**config.mk**
```make
export PLATFORM = sky130hd
export DESIGN_NAME = rice_delta_decoder
export DESIGN_NICKNAME = d
export VERILOG_FILES = /design/src/rtl/rdd_pkg.sv /design/src/rtl/rdd_alu.sv /design/src/rtl/rdd_out.sv /design/src/rtl/rdd_ctrl.sv /design/src/rtl/rice_delta_decoder.sv
export SDC_FILE = /design/constraint.sdc
export NUM_CORES = 1
export LEC_CHECK = 0
export ABC_AREA = 1
export ABC_CLOCK_PERIOD_IN_PS = 20100
export BUFFER_PORTS_ARGS = -buffer_cell sky130_fd_sc_hd__buf_2
export CORE_AREA = 10 10 171 332
export CTS_BUF_LIST = sky130_fd_sc_hd__clkbuf_4 sky130_fd_sc_hd__clkbuf_8
export CTS_CLUSTER_DIAMETER = 50
export DETAILED_ROUTE_END_ITERATION = 8
export DIE_AREA = 0 0 181 342
export PLACE_DENSITY = 0.85
export SYNTH_ARGS = -nofsm -noshare
export SYNTH_HDL_FRONTEND = slang
export SYNTH_SLANG_ARGS = --single-unit
```
**constraint.sdc**
```tcl
create_clock -name i_clk -period 20.1 [get_ports i_clk]
set_clock_uncertainty 0.2 [all_clocks]
set_input_delay 0 -clock i_clk [delete_from_list [all_inputs] [get_ports i_clk]]
set_output_delay 0 -clock i_clk [all_outputs]
set_load 0.1 [all_outputs]
```
**src/rtl/rdd_pkg.sv**
```systemverilog
// Shared types and constants for the Rice delta decoder.
`timescale 1ns / 1ps

package rdd_pkg;

    localparam int DATA_W    = 8;
    localparam int VALUE_W   = 64;
    localparam int NARROW_W  = 32;
    localparam int COUNT_W   = 32;
    localparam int K_W       = 6;
    localparam int CFG_IDX_W = 2;
    localparam int BIT_IDX_W = 3;

    // configuration register indexes
    localparam logic [CFG_IDX_W-1:0] CFG_RICE_PARAM  = 2'd0;
    localparam logic [CFG_IDX_W-1:0] CFG_FIRST_VALUE = 2'd1;
    localparam logic [CFG_IDX_W-1:0] CFG_ENTRY_COUNT = 2'd2;
    localparam logic [CFG_IDX_W-1:0] CFG_WIDE_MODE   = 2'd3;

    typedef enum logic [3:0] {
        ST_IDLE,
        ST_FIRST,
        ST_BIT,
        ST_SHIFT,
        ST_ADD_Q,
        ST_ADD_R,
        ST_FLUSH,
        ST_UNDER,
        ST_END
    } t_state;

    typedef enum logic [1:0] {
        PH_QUOT,
        PH_REM,
        PH_DONE
    } t_phase;

    typedef enum logic [2:0] {
        ALU_NOP,
        ALU_FIRST,
        ALU_SHIFT,
        ALU_ADD_Q,
        ALU_ADD_R
    } t_alu_op;

    // result request from the sequencer to the output stage
    typedef struct packed {
        logic push;    // new result enters the holding slot
        logic status;  // underflow
        logic done;    // last result of the decode
        logic flush;   // byte finished: holding slot goes out with run_end
    } t_emit;

endpackage

```
**src/rtl/rdd_alu.sv**
```systemverilog
// Shared shift/add unit holding the running value.
`timescale 1ns / 1ps

module rdd_alu (
    input  logic                              i_clk,
    input  rdd_pkg::t_alu_op                  i_op,
    input  logic [rdd_pkg::K_W-1:0]           i_rice_param,
    input  logic [rdd_pkg::VALUE_W-1:0]       i_first_value,
    input  logic                              i_wide_mode,
    input  logic [rdd_pkg::COUNT_W-1:0]       i_quotient,
    input  logic [rdd_pkg::VALUE_W-1:0]       i_remainder,
    output logic [rdd_pkg::VALUE_W-1:0]       o_next_value
);

    logic [rdd_pkg::VALUE_W-1:0] r_value;
    logic [rdd_pkg::VALUE_W-1:0] n_value;
    logic [rdd_pkg::VALUE_W-1:0] r_delta;
    logic [rdd_pkg::VALUE_W-1:0] n_delta;
    logic [rdd_pkg::VALUE_W-1:0] mask;
    logic [rdd_pkg::VALUE_W-1:0] add_b;
    logic [rdd_pkg::VALUE_W-1:0] sum;

    assign mask = {{(rdd_pkg::VALUE_W - rdd_pkg::NARROW_W){i_wide_mode}},
                   {rdd_pkg::NARROW_W{1'b1}}};

    // one adder, second operand is either the shifted quotient or the remainder
    assign add_b = (i_op == rdd_pkg::ALU_ADD_Q) ? r_delta : i_remainder;
    assign sum   = r_value + add_b;

    always_comb begin
        n_value = r_value;
        n_delta = r_delta;
        case (i_op)
            rdd_pkg::ALU_FIRST: n_value = i_first_value & mask;
            rdd_pkg::ALU_SHIFT: n_delta = rdd_pkg::VALUE_W'(i_quotient) << i_rice_param;
            rdd_pkg::ALU_ADD_Q: n_value = sum & mask;
            rdd_pkg::ALU_ADD_R: n_value = sum & mask;
            default: ;
        endcase
    end

    always_ff @(posedge i_clk) begin
        r_value <= n_value;
        r_delta <= n_delta;
    end

    assign o_next_value = n_value;

endmodule

```
**src/rtl/rdd_out.sv**
```systemverilog
// Holding slot and output register; the last result of a byte leaves with run_end.
`timescale 1ns / 1ps

module rdd_out (
    input  logic                              i_clk,
    input  logic                              i_rst_n,
    input  rdd_pkg::t_emit                    i_emit,
    input  logic [rdd_pkg::VALUE_W-1:0]       i_value,
    input  logic                              i_out_ready,
    output logic                              o_room,
    output logic                              o_pend_valid,
    output logic                              o_out_valid,
    output logic [rdd_pkg::VALUE_W-1:0]       o_value,
    output logic                              o_status,
    output logic                              o_stream_done,
    output logic                              o_run_end
);

    logic                          r_pend_valid;
    logic [rdd_pkg::VALUE_W-1:0]   r_pend_value;
    logic                          r_pend_status;
    logic                          r_pend_done;
    logic                          r_out_valid;
    logic [rdd_pkg::VALUE_W-1:0]   r_out_value;
    logic                          r_out_status;
    logic                          r_out_done;
    logic                          r_out_run_end;
    logic                          move;

    // sequencer only pushes or flushes when o_room is high
    assign o_room = !r_pend_valid || !r_out_valid || i_out_ready;
    assign move   = r_pend_valid && (i_emit.push || i_emit.flush);

    always_ff @(posedge i_clk) begin
        if (!i_rst_n) begin
            r_pend_valid <= 1'b0;
            r_out_valid  <= 1'b0;
        end else begin
            if (i_emit.push) begin
                r_pend_valid <= 1'b1;
            end else if (i_emit.flush) begin
                r_pend_valid <= 1'b0;
            end
            if (move) begin
                r_out_valid <= 1'b1;
            end else if (i_out_ready) begin
                r_out_valid <= 1'b0;
            end
        end
    end

    always_ff @(posedge i_clk) begin
        if (i_emit.push) begin
            r_pend_value  <= i_emit.status ? '0 : i_value;
            r_pend_status <= i_emit.status;
            r_pend_done   <= i_emit.done;
        end
        if (move) begin
            r_out_value   <= r_pend_value;
            r_out_status  <= r_pend_status;
            r_out_done    <= r_pend_done;
            r_out_run_end <= i_emit.flush;
        end
    end

    assign o_pend_valid  = r_pend_valid;
    assign o_out_valid   = r_out_valid;
    assign o_value       = r_out_value;
    assign o_status      = r_out_status;
    assign o_stream_done = r_out_done;
    assign o_run_end     = r_out_run_end;

endmodule

```
**src/rtl/rdd_ctrl.sv**
```systemverilog
// Bit-serial sequencer: walks the byte, tracks codes and issues unit ops and results.
`timescale 1ns / 1ps

module rdd_ctrl (
    input  logic                              i_clk,
    input  logic                              i_rst_n,
    input  logic                              i_in_valid,
    input  logic [rdd_pkg::DATA_W-1:0]        i_data_byte,
    input  logic                              i_final_byte,
    input  logic [rdd_pkg::K_W-1:0]           i_rice_param,
    input  logic [rdd_pkg::COUNT_W-1:0]       i_entry_count,
    input  logic                              i_room,
    output logic                              o_in_ready,
    output rdd_pkg::t_alu_op                  o_alu_op,
    output logic [rdd_pkg::COUNT_W-1:0]       o_quotient,
    output logic [rdd_pkg::VALUE_W-1:0]       o_remainder,
    output rdd_pkg::t_emit                    o_emit
);

    rdd_pkg::t_state                  r_state, n_state;
    rdd_pkg::t_phase                  r_phase, n_phase;
    logic                             r_first_sent, n_first_sent;
    logic [rdd_pkg::COUNT_W-1:0]      r_quot, n_quot;
    logic [rdd_pkg::VALUE_W-1:0]      r_rem, n_rem;
    logic [rdd_pkg::K_W-1:0]          r_ridx, n_ridx;
    logic [rdd_pkg::COUNT_W-1:0]      r_entries, n_entries;
    logic [rdd_pkg::DATA_W-1:0]       r_byte, n_byte;
    logic                             r_last, n_last;
    logic [rdd_pkg::BIT_IDX_W-1:0]    r_bit_idx, n_bit_idx;
    logic                             r_in_flush, n_in_flush;

    logic                             accept;
    logic                             cur_bit;
    logic                             last_bit;
    logic [rdd_pkg::K_W:0]            ridx_inc;
    logic                             rem_full;
    logic                             k_zero;
    logic [rdd_pkg::COUNT_W-1:0]      entries_inc;
    logic                             code_last;
    logic                             first_last;

    assign accept      = i_in_valid && (r_state == rdd_pkg::ST_IDLE);
    assign cur_bit     = r_byte[r_bit_idx];
    assign last_bit    = &r_bit_idx;
    assign ridx_inc    = {1'b0, r_ridx} + (rdd_pkg::K_W+1)'(1);
    assign rem_full    = ridx_inc >= {1'b0, i_rice_param};
    assign k_zero      = (i_rice_param == '0);
    assign entries_inc = r_entries + rdd_pkg::COUNT_W'(1);
    assign code_last   = entries_inc >= i_entry_count;
    assign first_last  = r_entries >= i_entry_count;

    // next state
    always_comb begin
        n_state = r_state;
        case (r_state)
            rdd_pkg::ST_IDLE: begin
                if (accept && r_phase != rdd_pkg::PH_DONE) begin
                    n_state = r_first_sent ? rdd_pkg::ST_BIT : rdd_pkg::ST_FIRST;
                end
            end
            rdd_pkg::ST_FIRST: begin
                if (i_room) begin
                    n_state = first_last ? rdd_pkg::ST_END : rdd_pkg::ST_BIT;
                end
            end
            rdd_pkg::ST_BIT: begin
                if (r_phase == rdd_pkg::PH_DONE) begin
                    n_state = rdd_pkg::ST_END;
                end else if (r_phase == rdd_pkg::PH_QUOT && !cur_bit && k_zero) begin
                    n_state = rdd_pkg::ST_SHIFT;
                end else if (r_phase == rdd_pkg::PH_REM && rem_full) begin
                    n_state = rdd_pkg::ST_SHIFT;
                end else if (last_bit) begin
                    n_state = rdd_pkg::ST_FLUSH;
                end
            end
            rdd_pkg::ST_SHIFT: n_state = rdd_pkg::ST_ADD_Q;
            rdd_pkg::ST_ADD_Q: n_state = rdd_pkg::ST_ADD_R;
            rdd_pkg::ST_ADD_R: begin
                if (i_room) begin
                    n_state = (r_in_flush || last_bit) ? rdd_pkg::ST_FLUSH : rdd_pkg::ST_BIT;
                end
            end
            rdd_pkg::ST_FLUSH: begin
                if (!r_last || r_phase == rdd_pkg::PH_DONE) begin
                    n_state = rdd_pkg::ST_END;
                end else if (r_phase == rdd_pkg::PH_REM) begin
                    n_state = rdd_pkg::ST_SHIFT;
                end else begin
                    n_state = rdd_pkg::ST_UNDER;
                end
            end
            rdd_pkg::ST_UNDER: begin
                if (i_room) begin
                    n_state = rdd_pkg::ST_END;
                end
            end
            rdd_pkg::ST_END: begin
                if (i_room) begin
                    n_state = rdd_pkg::ST_IDLE;
                end
            end
            default: n_state = rdd_pkg::ST_IDLE;
        endcase
    end

    // outputs and code state
    always_comb begin
        n_phase      = r_phase;
        n_first_sent = r_first_sent;
        n_quot       = r_quot;
        n_rem        = r_rem;
        n_ridx       = r_ridx;
        n_entries    = r_entries;
        n_byte       = r_byte;
        n_last       = r_last;
        n_bit_idx    = r_bit_idx;
        n_in_flush   = r_in_flush;
        o_alu_op     = rdd_pkg::ALU_NOP;
        o_emit       = '0;
        case (r_state)
            rdd_pkg::ST_IDLE: begin
                if (accept) begin
                    n_byte     = i_data_byte;
                    n_last     = i_final_byte;
                    n_bit_idx  = '0;
                    n_in_flush = 1'b0;
                end
            end
            rdd_pkg::ST_FIRST: begin
                if (i_room) begin
                    o_alu_op     = rdd_pkg::ALU_FIRST;
                    o_emit.push  = 1'b1;
                    o_emit.done  = first_last;
                    n_first_sent = 1'b1;
                    if (first_last) begin
                        n_phase = rdd_pkg::PH_DONE;
                    end
                end
            end
            rdd_pkg::ST_BIT: begin
                if (r_phase == rdd_pkg::PH_QUOT) begin
                    if (cur_bit) begin
                        n_quot    = r_quot + rdd_pkg::COUNT_W'(1);
                        n_bit_idx = r_bit_idx + rdd_pkg::BIT_IDX_W'(1);
                    end else if (!k_zero) begin
                        n_phase   = rdd_pkg::PH_REM;
                        n_rem     = '0;
                        n_ridx    = '0;
                        n_bit_idx = r_bit_idx + rdd_pkg::BIT_IDX_W'(1);
                    end
                end else if (r_phase == rdd_pkg::PH_REM) begin
                    n_rem  = r_rem | (rdd_pkg::VALUE_W'(cur_bit) << r_ridx);
                    n_ridx = ridx_inc[rdd_pkg::K_W-1:0];
                    if (!rem_full) begin
                        n_bit_idx = r_bit_idx + rdd_pkg::BIT_IDX_W'(1);
                    end
                end
            end
            rdd_pkg::ST_SHIFT: o_alu_op = rdd_pkg::ALU_SHIFT;
            rdd_pkg::ST_ADD_Q: o_alu_op = rdd_pkg::ALU_ADD_Q;
            rdd_pkg::ST_ADD_R: begin
                if (i_room) begin
                    o_alu_op    = rdd_pkg::ALU_ADD_R;
                    o_emit.push = 1'b1;
                    o_emit.done = code_last;
                    n_entries   = entries_inc;
                    n_quot      = '0;
                    n_rem       = '0;
                    n_ridx      = '0;
                    n_phase     = code_last ? rdd_pkg::PH_DONE : rdd_pkg::PH_QUOT;
                    if (!r_in_flush) begin
                        n_bit_idx = r_bit_idx + rdd_pkg::BIT_IDX_W'(1);
                    end
                end
            end
            rdd_pkg::ST_FLUSH: begin
                if (r_last && r_phase == rdd_pkg::PH_REM) begin
                    n_in_flush = 1'b1;
                end
            end
            rdd_pkg::ST_UNDER: begin
                if (i_room) begin
                    o_emit.push   = 1'b1;
                    o_emit.status = 1'b1;
                    o_emit.done   = 1'b1;
                    n_phase       = rdd_pkg::PH_DONE;
                end
            end
            rdd_pkg::ST_END: begin
                if (i_room) begin
                    o_emit.flush = 1'b1;
                end
            end
            default: ;
        endcase
    end

    always_ff @(posedge i_clk) begin
        if (!i_rst_n) begin
            r_state      <= rdd_pkg::ST_IDLE;
            r_phase      <= rdd_pkg::PH_QUOT;
            r_first_sent <= 1'b0;
            r_quot       <= '0;
            r_rem        <= '0;
            r_ridx       <= '0;
            r_entries    <= '0;
            r_bit_idx    <= '0;
            r_in_flush   <= 1'b0;
        end else begin
            r_state      <= n_state;
            r_phase      <= n_phase;
            r_first_sent <= n_first_sent;
            r_quot       <= n_quot;
            r_rem        <= n_rem;
            r_ridx       <= n_ridx;
            r_entries    <= n_entries;
            r_bit_idx    <= n_bit_idx;
            r_in_flush   <= n_in_flush;
        end
    end

    always_ff @(posedge i_clk) begin
        r_byte <= n_byte;
        r_last <= n_last;
    end

    assign o_in_ready  = (r_state == rdd_pkg::ST_IDLE);
    assign o_quotient  = r_quot;
    assign o_remainder = r_rem;

endmodule

```
**src/rtl/rice_delta_decoder.sv**
```systemverilog
// Top level of the streaming Rice/Golomb delta decoder.
`timescale 1ns / 1ps

// Rice delta decoder. Takes one encoded byte per item, bits used LSB first.
// Each code is a unary quotient (run of 1s closed by a 0) and rice_param
// remainder bits, LSB first; the delta (q << k) + r is added to a running
// value that wraps at 32 bits (wide_mode 0) or 64 bits (wide_mode 1). The
// first result of a stream is first_value; after entry_count deltas the
// decode is done and further bytes produce nothing until reset. A final
// byte that ends inside a remainder zero-pads it and emits the value; a
// final byte with deltas still missing adds an underflow result (status 1,
// value 0, stream_done 1). run_end marks the last result of each byte.
// A sequencer consumes one bit per cycle, pausing while a code is added in
// or the output side stalls, and routes every decoded value through one
// shared shifter/adder (shift, add quotient part, add remainder). A byte
// passes through the bit steps, a flush step, an end step and the idle
// state that takes the next byte; each code completed inside the byte adds
// the shift and add steps, a remainder padded out at the final byte adds
// them and a second flush, and the first value and an underflow result add
// a step each. Once the decode completes, the rest of that byte is skipped,
// and every later byte is taken in the idle state and gives no result.
// in_ready is low the whole time a byte is worked on. Results leave
// through a holding slot and an output register, so one finished result
// may wait downstream while decoding continues. Configuration writes are
// taken at once, with no handshake, and should only be made between bytes.

module rice_delta_decoder (
    input  logic                                  i_clk,
    input  logic                                  i_rst_n,
    // encoded byte channel
    input  logic                                  i_in_valid,
    output logic                                  o_in_ready,
    input  logic [rdd_pkg::DATA_W-1:0]            i_data_byte,
    input  logic                                  i_final_byte,
    // result channel
    output logic                                  o_out_valid,
    input  logic                                  i_out_ready,
    output logic [rdd_pkg::VALUE_W-1:0]           o_value,
    output logic                                  o_status,
    output logic                                  o_stream_done,
    output logic                                  o_run_end,
    // configuration write port
    input  logic                                  i_cfg_we,
    input  logic [rdd_pkg::CFG_IDX_W-1:0]         i_cfg_index,
    input  logic [rdd_pkg::VALUE_W-1:0]           i_cfg_wdata
);

    logic [rdd_pkg::K_W-1:0]      r_rice_param;
    logic [rdd_pkg::VALUE_W-1:0]  r_first_value;
    logic [rdd_pkg::COUNT_W-1:0]  r_entry_count;
    logic                         r_wide_mode;

    rdd_pkg::t_alu_op             alu_op;
    rdd_pkg::t_emit               emit;
    logic [rdd_pkg::COUNT_W-1:0]  quotient;
    logic [rdd_pkg::VALUE_W-1:0]  remainder;
    logic [rdd_pkg::VALUE_W-1:0]  next_value;
    logic                         room;
    logic                         pend_valid;

    // configuration registers
    always_ff @(posedge i_clk) begin
        if (!i_rst_n) begin
            r_rice_param  <= '0;
            r_first_value <= '0;
            r_entry_count <= '0;
            r_wide_mode   <= 1'b0;
        end else if (i_cfg_we) begin
            case (i_cfg_index)
                rdd_pkg::CFG_RICE_PARAM:  r_rice_param  <= i_cfg_wdata[rdd_pkg::K_W-1:0];
                rdd_pkg::CFG_FIRST_VALUE: r_first_value <= i_cfg_wdata;
                rdd_pkg::CFG_ENTRY_COUNT: r_entry_count <= i_cfg_wdata[rdd_pkg::COUNT_W-1:0];
                rdd_pkg::CFG_WIDE_MODE:   r_wide_mode   <= i_cfg_wdata[0];
                default: ;
            endcase
        end
    end

    rdd_ctrl u_ctrl (
        .i_clk         (i_clk),
        .i_rst_n       (i_rst_n),
        .i_in_valid    (i_in_valid),
        .i_data_byte   (i_data_byte),
        .i_final_byte  (i_final_byte),
        .i_rice_param  (r_rice_param),
        .i_entry_count (r_entry_count),
        .i_room        (room),
        .o_in_ready    (o_in_ready),
        .o_alu_op      (alu_op),
        .o_quotient    (quotient),
        .o_remainder   (remainder),
        .o_emit        (emit)
    );

    // shared shift/add unit; keeps the running value
    rdd_alu u_alu (
        .i_clk         (i_clk),
        .i_op          (alu_op),
        .i_rice_param  (r_rice_param),
        .i_first_value (r_first_value),
        .i_wide_mode   (r_wide_mode),
        .i_quotient    (quotient),
        .i_remainder   (remainder),
        .o_next_value  (next_value)
    );

    // a result is held in a slot so run_end can be set once the byte ends
    rdd_out u_out (
        .i_clk         (i_clk),
        .i_rst_n       (i_rst_n),
        .i_emit        (emit),
        .i_value       (next_value),
        .i_out_ready   (i_out_ready),
        .o_room        (room),
        .o_pend_valid  (pend_valid),
        .o_out_valid   (o_out_valid),
        .o_value       (o_value),
        .o_status      (o_status),
        .o_stream_done (o_stream_done),
        .o_run_end     (o_run_end)
    );

`ifndef ASSERT_OFF
    // an underflow result is always the last one, for the byte and the decode
    a_underflow_last: assert property (@(posedge i_clk) disable iff (!i_rst_n)
        o_out_valid && o_status |-> o_value == '0 && o_stream_done && o_run_end)
        else $error("underflow result malformed");

    // nothing may follow the final result of a decode
    a_done_quiet: assert property (@(posedge i_clk) disable iff (!i_rst_n)
        o_out_valid && i_out_ready && o_stream_done |=> !o_out_valid)
        else $error("result after stream_done");

    // a new byte is taken only once the previous byte's results have left the slot
    a_idle_flushed: assert property (@(posedge i_clk) disable iff (!i_rst_n)
        o_in_ready |-> !pend_valid)
        else $error("byte accepted with result still held");
`endif

endmodule

```
==> summary.md, run 1 <==
| Metric | Value |
|---|---|
| Initial antenna violation count | `6` |
| Gpl congestion | `1.09` |
| Status | `complete, no violations` |
| Min Tclk post-route | `5.54 ns` |
| Max H-tree Level | `3` |
| Critical Path End Type | `flip-flop` |
| Max clock buf depth | `3` |
| Boundary Pins | `149` |
| Yosys top cell by area | `dfxtp_1` |
| Hold Vio Cnt, Final | `0` |
| Required @ worst endpoint | `20.28 ns` |
| Layout Nets | `4922` |
| Part of the Yosys area used for sequential elements | `41.0%` |
| WL per Instance | `21.5 µm` |
| Avg Cell Area, Syn | `6.96 µm²` |
| Drc violations | `0` |
| Worst Path Arrival | `5.72 ns` |
| Final setup margin | `14.56 ns` |
| Post-Synthesis Cells | `4367` |
| Slowest Stage Delay on Critical Path | `0.69 ns` |
| Final ANT Viol Nets | `0` |
| Rel. slew slack | `14.7%` |
| Fin crit share | `27.6%` |
| Area grow syn2layout | `16.7%` |
| Num rows | `118` |
| Largest delay share family, worst path | `simple AND/OR/NAND/NOR gates` |
| Crit Path Max Fanout | `62` |
| Ys Warns | `0` |
| Worst-path clk slew | `0.08 ns` |
| Detailed-route via count | `31000` |
| Most common cell after layout, fill and taps aside | `nand2_1` |
| Root Driver | `clkbuf_8` |
| Number of synthesized flops with an enable pin | `206` |
| First-pass GRT wire length | `174000 µm` |
| RSZ-0062 raised after global routing | `false` |
| Syn nets | `4601` |
| Layout cells sized above 1 | `7.66%` |
| Final setup TNS | `0 ns` |
| First-pass detailed-route iteration total | `8` |
| WP buf/inv | `2` |
| Least-Margin Pin Slew | `1.27 ns` |
| Starting Density | `59.0%` |
| Maximum VDD drop | `0.106 mV` |
| Max Cap Violations | `0` |
| FF-to-FF setup slack | `14.56 ns` |
| Worst setup SP type | `flip-flop` |
| Share of flip-flops with an asynchronous set or reset | `0%` |
| IO Port Bufs | `148` |
| Max-slew violations | `0` |
| Ys flop type | `dfxtp_1` |
| Finish-stage setup viols | `0` |
| Worst slack at placement | `14.91 ns` |
| Avg Vias per Cell | `5.73` |
| Power Density | `88.4 nW/µm²` |
| Cell area after synthesis | `30400 µm²` |
| Yosys top cell area share | `20.7%` |
| Commonest cells after routing, fill and taps aside | `nand2_1, inv_1, nor2_1, o21ai_0, a21oi_1` |
| Main area contributors after synthesis | `dfxtp_1, edfxtp_1, nand2_1` |
| TritonCTS clock tree | `built` |
| Slowest CP cell | `inv_2` |
| All-Layer GR Usage | `36.4%` |
| Clk_lat worst skew | `0.70 ns` |
| Die footprint | `61900 µm²` |
| Worst-path cell chain | `nor2_1 -> nand2_2 -> inv_2 -> buf_4 -> o21ai_0 -> ha_1 -> nand2_1 -> nor2_1 -> nand2_1 -> nor2_1 -> nand2_1 -> nand2_1 -> nand2_1 -> nand3_1 -> nand3_1 -> nand2_1 -> a21oi_1` |
| Vias in the first global route | `30800` |
| Critical path type | `reg2reg` |
| Clock Sink Count | `520` |
| CP most frequent cell | `nand2_1` |
| Die Wd | `181 µm` |
| Worst hold path class | `in2reg` |
| PostCTS Resize Cnt | `0` |
| Leakage | `0.0164 µW` |
| Final WL | `116000 µm` |
| Yosys cell types | `50` |
| F_max | `0.180 GHz` |
| Placed cell areas | `31600 µm²` |
| Synthesized flop and latch total | `520` |
| CORE AREA | `51500 µm²` |
| Dpl hpwl | `83300 µm` |
| Die Y | `342 µm` |
| Largest net degree at the start of global routing | `87` |
| Design area | `35500 µm²` |
| Initial DRC Count | `2848` |
| Grt total ovfl | `0` |
| CTS Buf Count | `76` |
==> routing by layer <==
| metal | vias to the layer above | part of all wire [%] | GRT usage [%] |
|---|---|---|---|
| li1 | 14700 | - | - |
| met1 | 14100 | 31 | 33.1 |
| met2 | 1581 | 51 | 65.9 |
| met3 | 594 | 6.6 | 6.56 |
| met4 | 2 | 12 | 35.9 |
| met5 | - | 0.011 | 0 |
==> final timing paths <==
| kind | end | from | depth (start not counted) |
|---|---|---|---|
| worst min register to register | u_out.o_value[34]$_DFFE_PP_ | u_out.r_pend_value[34]$_SDFFCE_PP0P_ | 0 |
| worst max register to register | u_out.r_pend_value[58]$_SDFFCE_PP0P_ | u_ctrl.r_state[0]$_SDFFE_PN0P_ | 17 |
| worst max-delay path | u_out.r_pend_value[58]$_SDFFCE_PP0P_ | u_ctrl.r_state[0]$_SDFFE_PN0P_ | 17 |
| worst min-delay path | r_entry_count[24]$_SDFFE_PN0P_ | i_cfg_wdata[24] | 4 |
==> power by group <==
| group | switching [µW] | internal [µW] |
|---|---|---|
| logic | 601 | 219 |
| registers | 89.7 | 1240 |
| clock network | 455 | 534 |
| total | 1150 | 1990 |
==> cells in the mapped netlist (8+ instances only) <==
| library cell | instances |
|---|---|
| edfxtp_1 | 206 |
| nor4_1 | 11 |
| a31oi_1 | 12 |
| buf_1 | 16 |
| and2_1 | 13 |
| nand4_1 | 38 |
| mux2i_1 | 16 |
| clkbuf_1 | 98 |
| nor2_2 | 10 |
| nor2_1 | 563 |
| nand2_1 | 1259 |
| a22oi_1 | 29 |
| or2_2 | 9 |
| nor3_1 | 68 |
| nand3_1 | 143 |
| a21oi_1 | 327 |
| o21ai_0 | 342 |
| dfxtp_1 | 314 |
| ha_1 | 153 |
| nand2_2 | 8 |
| inv_2 | 13 |
| o211ai_1 | 12 |
| inv_1 | 566 |
| xor2_1 | 44 |
| buf_2 | 32 |
==> logic make-up (layout without fill, tap and decap cells) <==
family / Yosys count / after routing / share of synthesized area (%)
AO/OA/AOI/OAI: 762 / 762 / 13.3
XOR/XNOR: 44 / 44 / 1.27
adder cells (fa/ha/maj): 154 / 154 / 6.36
buffers and inverters: 737 / 1120 / 9.40
flip-flops: 520 / 520 / 41.0
multiplexers: 16 / 16 / 0.527
other: 0 / 2 / 0
AND/OR/NAND/NOR: 2134 / 2134 / 28.1
==> state kept, by name, indices dropped and copies added, names as in the netlist, 2 cells and up <==
signal              count
u_ctrl.r_bit_idx        3
u_ctrl.o_quotient      32
u_ctrl.o_remainder     64
r_entry_count          32
r_rice_param            6
u_ctrl.r_phase          2
u_out.r_pend_value     64
u_ctrl.r_state          4
u_alu.r_delta          64
r_first_value          64
u_ctrl.r_entries       32
u_alu.r_value          64
u_out.o_value          64
u_ctrl.r_ridx           6
u_ctrl.r_byte           8
==> final cells by class <==
cell class / instances / area, µm²
clock buffers: 105 / 1310
diodes: 2 / 5.00
inverters: 584 / 2190
clock inverters: 35 / 405
fillers: 4382 / 16000
multi-input cells: 3110 / 15100
well taps: 660 / 826
repair buffers: 396 / 3150
flip-flops and latches: 520 / 12500
==> stage by stage <==
| step | hold WS (ns) | utilization [%] | total power (µW) | instances |
|---|---|---|---|---|
| finish | 0.0321 | 68.9 | 3140 | 5412 |
| floorplan | -0.101 | - | 1850 | 4367 |
| global route | 0.0671 | 68.9 | 3250 | 5412 |
| CTS | 0.00468 | 68.8 | 3100 | 5409 |
| global placement | -0.0230 | 61.3 | 2090 | 5053 |
| detailed placement | -0.0219 | 61.3 | 2100 | 5053 |
==> worst min-delay path: stages <==
cell and delay [ns]:
dlygate4sd3_1 0.54, buf_2 0.13, o21ai_0 0.09, a21oi_1 0.12
==> repair_timing <==
| action | 4_1_cts | 5_1_grt |
|---|---|---|
| setup endpoints to repair | 0 | 0 |
| buffers inserted | 0 | 0 |
| hold endpoints to repair | 145 | 0 |
| hold buffers | 216 | 0 |
Note: power is estimated with default switching activity, not from simulation.
==> inputs of run 2 (changes only) <==
--- a/config.mk
+++ b/config.mk
@@ -6,7 +6,7 @@
 export NUM_CORES = 1
 export LEC_CHECK = 0
 export ABC_AREA = 1
-export ABC_CLOCK_PERIOD_IN_PS = 20100
+export ABC_CLOCK_PERIOD_IN_PS = 5100
 export BUFFER_PORTS_ARGS = -buffer_cell sky130_fd_sc_hd__buf_2
 export CORE_AREA = 10 10 171 332
 export CTS_BUF_LIST = sky130_fd_sc_hd__clkbuf_4 sky130_fd_sc_hd__clkbuf_8
==> constraint.sdc (replaced) <==
create_clock -name i_clk -period 5.1 [get_ports i_clk]
set_clock_uncertainty 0.2 [all_clocks]
set_input_delay 0 -clock i_clk [delete_from_list [all_inputs] [get_ports i_clk]]
set_output_delay 0 -clock i_clk [all_outputs]
set_load 0.1 [all_outputs]
==> summary.md, run 2 (synthesis gave the netlist of run 1 again) <==
| Metric | Value |
|---|---|
| Num rows | `118 (unchanged)` |
| Detailed-route via count | `31100 (+0.35%)` |
| Clk_lat worst skew | `0.71 ns (about the same)` |
| Commonest cells after routing, fill and taps aside | `nand2_1, inv_1, nor2_1, o21ai_0, a21oi_1` |
| Final ANT Viol Nets | `0 (unchanged)` |
| Die footprint | `61900 µm² (unchanged)` |
| Drc violations | `0 (unchanged)` |
| Initial DRC Count | `2900 (+1.8%)` |
| Worst-path clk slew | `0.07 ns (about the same)` |
| Most common cell after layout, fill and taps aside | `nand2_1` |
| IO Port Bufs | `148 (unchanged)` |
| Final setup TNS | `0 ns (unchanged)` |
| TritonCTS clock tree | `built` |
| Worst hold path class | `in2reg` |
| Fin crit share | `95.2% (+68 points)` |
| Slowest Stage Delay on Critical Path | `0.42 ns (-0.27 ns)` |
| Critical R2R Launch | `u_ctrl.r_state[3]$_SDFFE_PN0P_` |
| Worst setup SP type | `flip-flop` |
| Maximum VDD drop | `0.329 mV (+210%)` |
| Max clock buf depth | `3 (unchanged)` |
| Avg Vias per Cell | `5.73 (+0.13%)` |
| CP Launch Point | `u_ctrl.r_state[3]$_SDFFE_PN0P_` |
| FF-to-FF setup slack | `0.24 ns (-14.31 ns)` |
| Grt total ovfl | `0 (unchanged)` |
| Critical path type | `reg2reg` |
| Gpl congestion | `1.10 (+1.1%)` |
| Final setup margin | `0.243 ns (-14.31 ns)` |
| Worst slack at placement | `0.509 ns (-14.40 ns)` |
| Min Tclk post-route | `4.86 ns (-0.686 ns)` |
| Dpl hpwl | `84600 µm (+1.7%)` |
| Worst-path cell chain | `inv_1 -> nand2_1 -> inv_2 -> nand2_2 -> clkinv_2 -> buf_12 -> buf_4 -> nand2_1 -> o21ai_0 -> ha_1 -> nand2_1 -> nor2_1 -> nand2_1 -> inv_1 -> nand2_1 -> nor3_1 -> nand2_1 -> nand3_1 -> nand3_1 -> nand2_1 -> a21oi_1` |
| Hold Slack | `0.0189 ns (-0.0132 ns)` |
| Root Driver | `clkbuf_8` |
| Required @ worst endpoint | `5.30 ns (-14.98 ns)` |
| Slowest CP cell | `ha_1` |
| Max-slew violations | `0 (unchanged)` |
| Vias in the first global route | `30800 (-0.029%)` |
| CTS Buf Count | `75 (-1.3%)` |
| Utilization after layout | `68.9% (about the same)` |
| Rel. slew slack | `23.7% (+9.0 points)` |
| Die Wd | `181 µm (unchanged)` |
| Final WL | `117000 µm (+0.98%)` |
| Layout Nets | `4933 (+0.22%)` |
| Reg2reg path depth | `21 (+4)` |
| Status | `complete, no violations` |
| Layout cells sized above 1 | `8.46% (+0.80 points)` |
| Initial antenna violation count | `3 (-3)` |
| Die Y | `342 µm (unchanged)` |
| Largest net degree at the start of global routing | `100 (+15%)` |
| Max H-tree Level | `3 (unchanged)` |
| All-Layer GR Usage | `36.8% (+0.32 points)` |
| Max Cap Violations | `0 (unchanged)` |
| Clock Sink Count | `520 (unchanged)` |
| WL per Instance | `21.7 µm (+0.76%)` |
| Crit Path Max Fanout | `48 (-23%)` |
| RSZ-0062 raised after global routing | `false` |
| CP most frequent cell | `nand2_1` |
| Critical Path End Type | `flip-flop` |
| CORE AREA | `51500 µm² (unchanged)` |
| Power Density | `345 nW/µm² (+290%)` |
| First-pass detailed-route iteration total | `7 (-1)` |
| Finish-stage setup viols | `0 (unchanged)` |
| Least-Margin Pin Slew | `1.13 ns (-0.134 ns)` |
| HP Start | `i_cfg_wdata[5]` |
| Area grow syn2layout | `16.8% (about the same)` |
| Placed cells | `5091 (+0.75%)` |
| Worst Path Arrival | `5.05 ns (-0.67 ns)` |
| Boundary Pins | `149 (unchanged)` |
| End of the worst register-to-register path | `u_out.r_pend_value[56]$_SDFFCE_PP0P_` |
| F_max | `0.206 GHz (+14%)` |
| Hold Vio Cnt, Final | `0 (unchanged)` |
| Post-Layout Cell Count | `5424 (+0.22%)` |
| Leakage | `0.0165 µW (+0.23%)` |
| Worst setup path end | `u_out.r_pend_value[56]$_SDFFCE_PP0P_` |
| First-pass GRT wire length | `176000 µm (+1.0%)` |
| Starting Density | `59.0% (unchanged)` |
==> run 2: per-stage QoR <==
| step | instance area (µm²) | power (µW) |
|---|---|---|
| 2_1_floorplan | 30400 | 7280 |
| 3_3_place_gp | 31900 | 8220 |
| 3_5_place_dp | 31900 | 8270 |
| 4_1_cts | 35500 | 12100 |
| 5_1_grt | 35500 | 12700 |
| 6_report | 35500 | 12300 |
==> run 2: power breakdown <==
group          total (µW)  switching, µW  internal (µW)
Clock                3800           1770           2030
Combinational        3270           2370            902
Sequential           5200            319           4880
Total               12300           4460           7810
==> run 2: what timing repair did <==
item	CTS	global route
buffers inserted	0	0
endpoints found under the setup margin	0	1
endpoints found under the hold margin	166	0
gates resized for setup	0	1
hold buffers	191	0
==> run 2: routing by layer <==
layer / track usage [%] / vias up / wire (µm)
met5: 0 / - / 0
met4: 35.0 / 0 / 12800
met3: 6.70 / 546 / 8140
met2: 66.0 / 1575 / 59500
met1: 34.2 / 14200 / 37000
li1: - / 14800 / -
==> run 2: worst min path at each step <==
stage	end	slack, ns	cells after the start
after floorplan	u_ctrl.r_byte[0]$_DFFE_PP_	-0.10	0
after global placement	u_ctrl.r_byte[5]$_DFFE_PP_	-0.02	1
after detailed placement	u_ctrl.r_byte[3]$_DFFE_PP_	-0.02	1
after CTS	r_first_value[7]$_SDFFE_PN0P_	0.0009	4
after global routing	r_first_value[7]$_SDFFE_PN0P_	0.03	4
final	r_entry_count[5]$_SDFFE_PN0P_	0.02	4
==> run 2: final cells by class <==
cell class,count,area [µm²]
Inverter,584,2190
Sequential cell,520,12500
Tap cell,660,826
Antenna cell,2,5.00
Clock buffer,108,1350
Fill cell,4310,16000
Timing Repair Buffer,408,3210
Clock inverter,32,329
Multi-Input combinational cell,3110,15100
==> run 2: worst max-delay path: cells and delay by family (launching register included) <==
family / cells / cell delay (ns)
AOI/OAI and AO/OA: 2 / 0.26
buffers and inverters: 6 / 1.21
and+or+nand+nor: 12 / 2.08
DFF: 1 / 0.33
adders and majority gates: 1 / 0.42
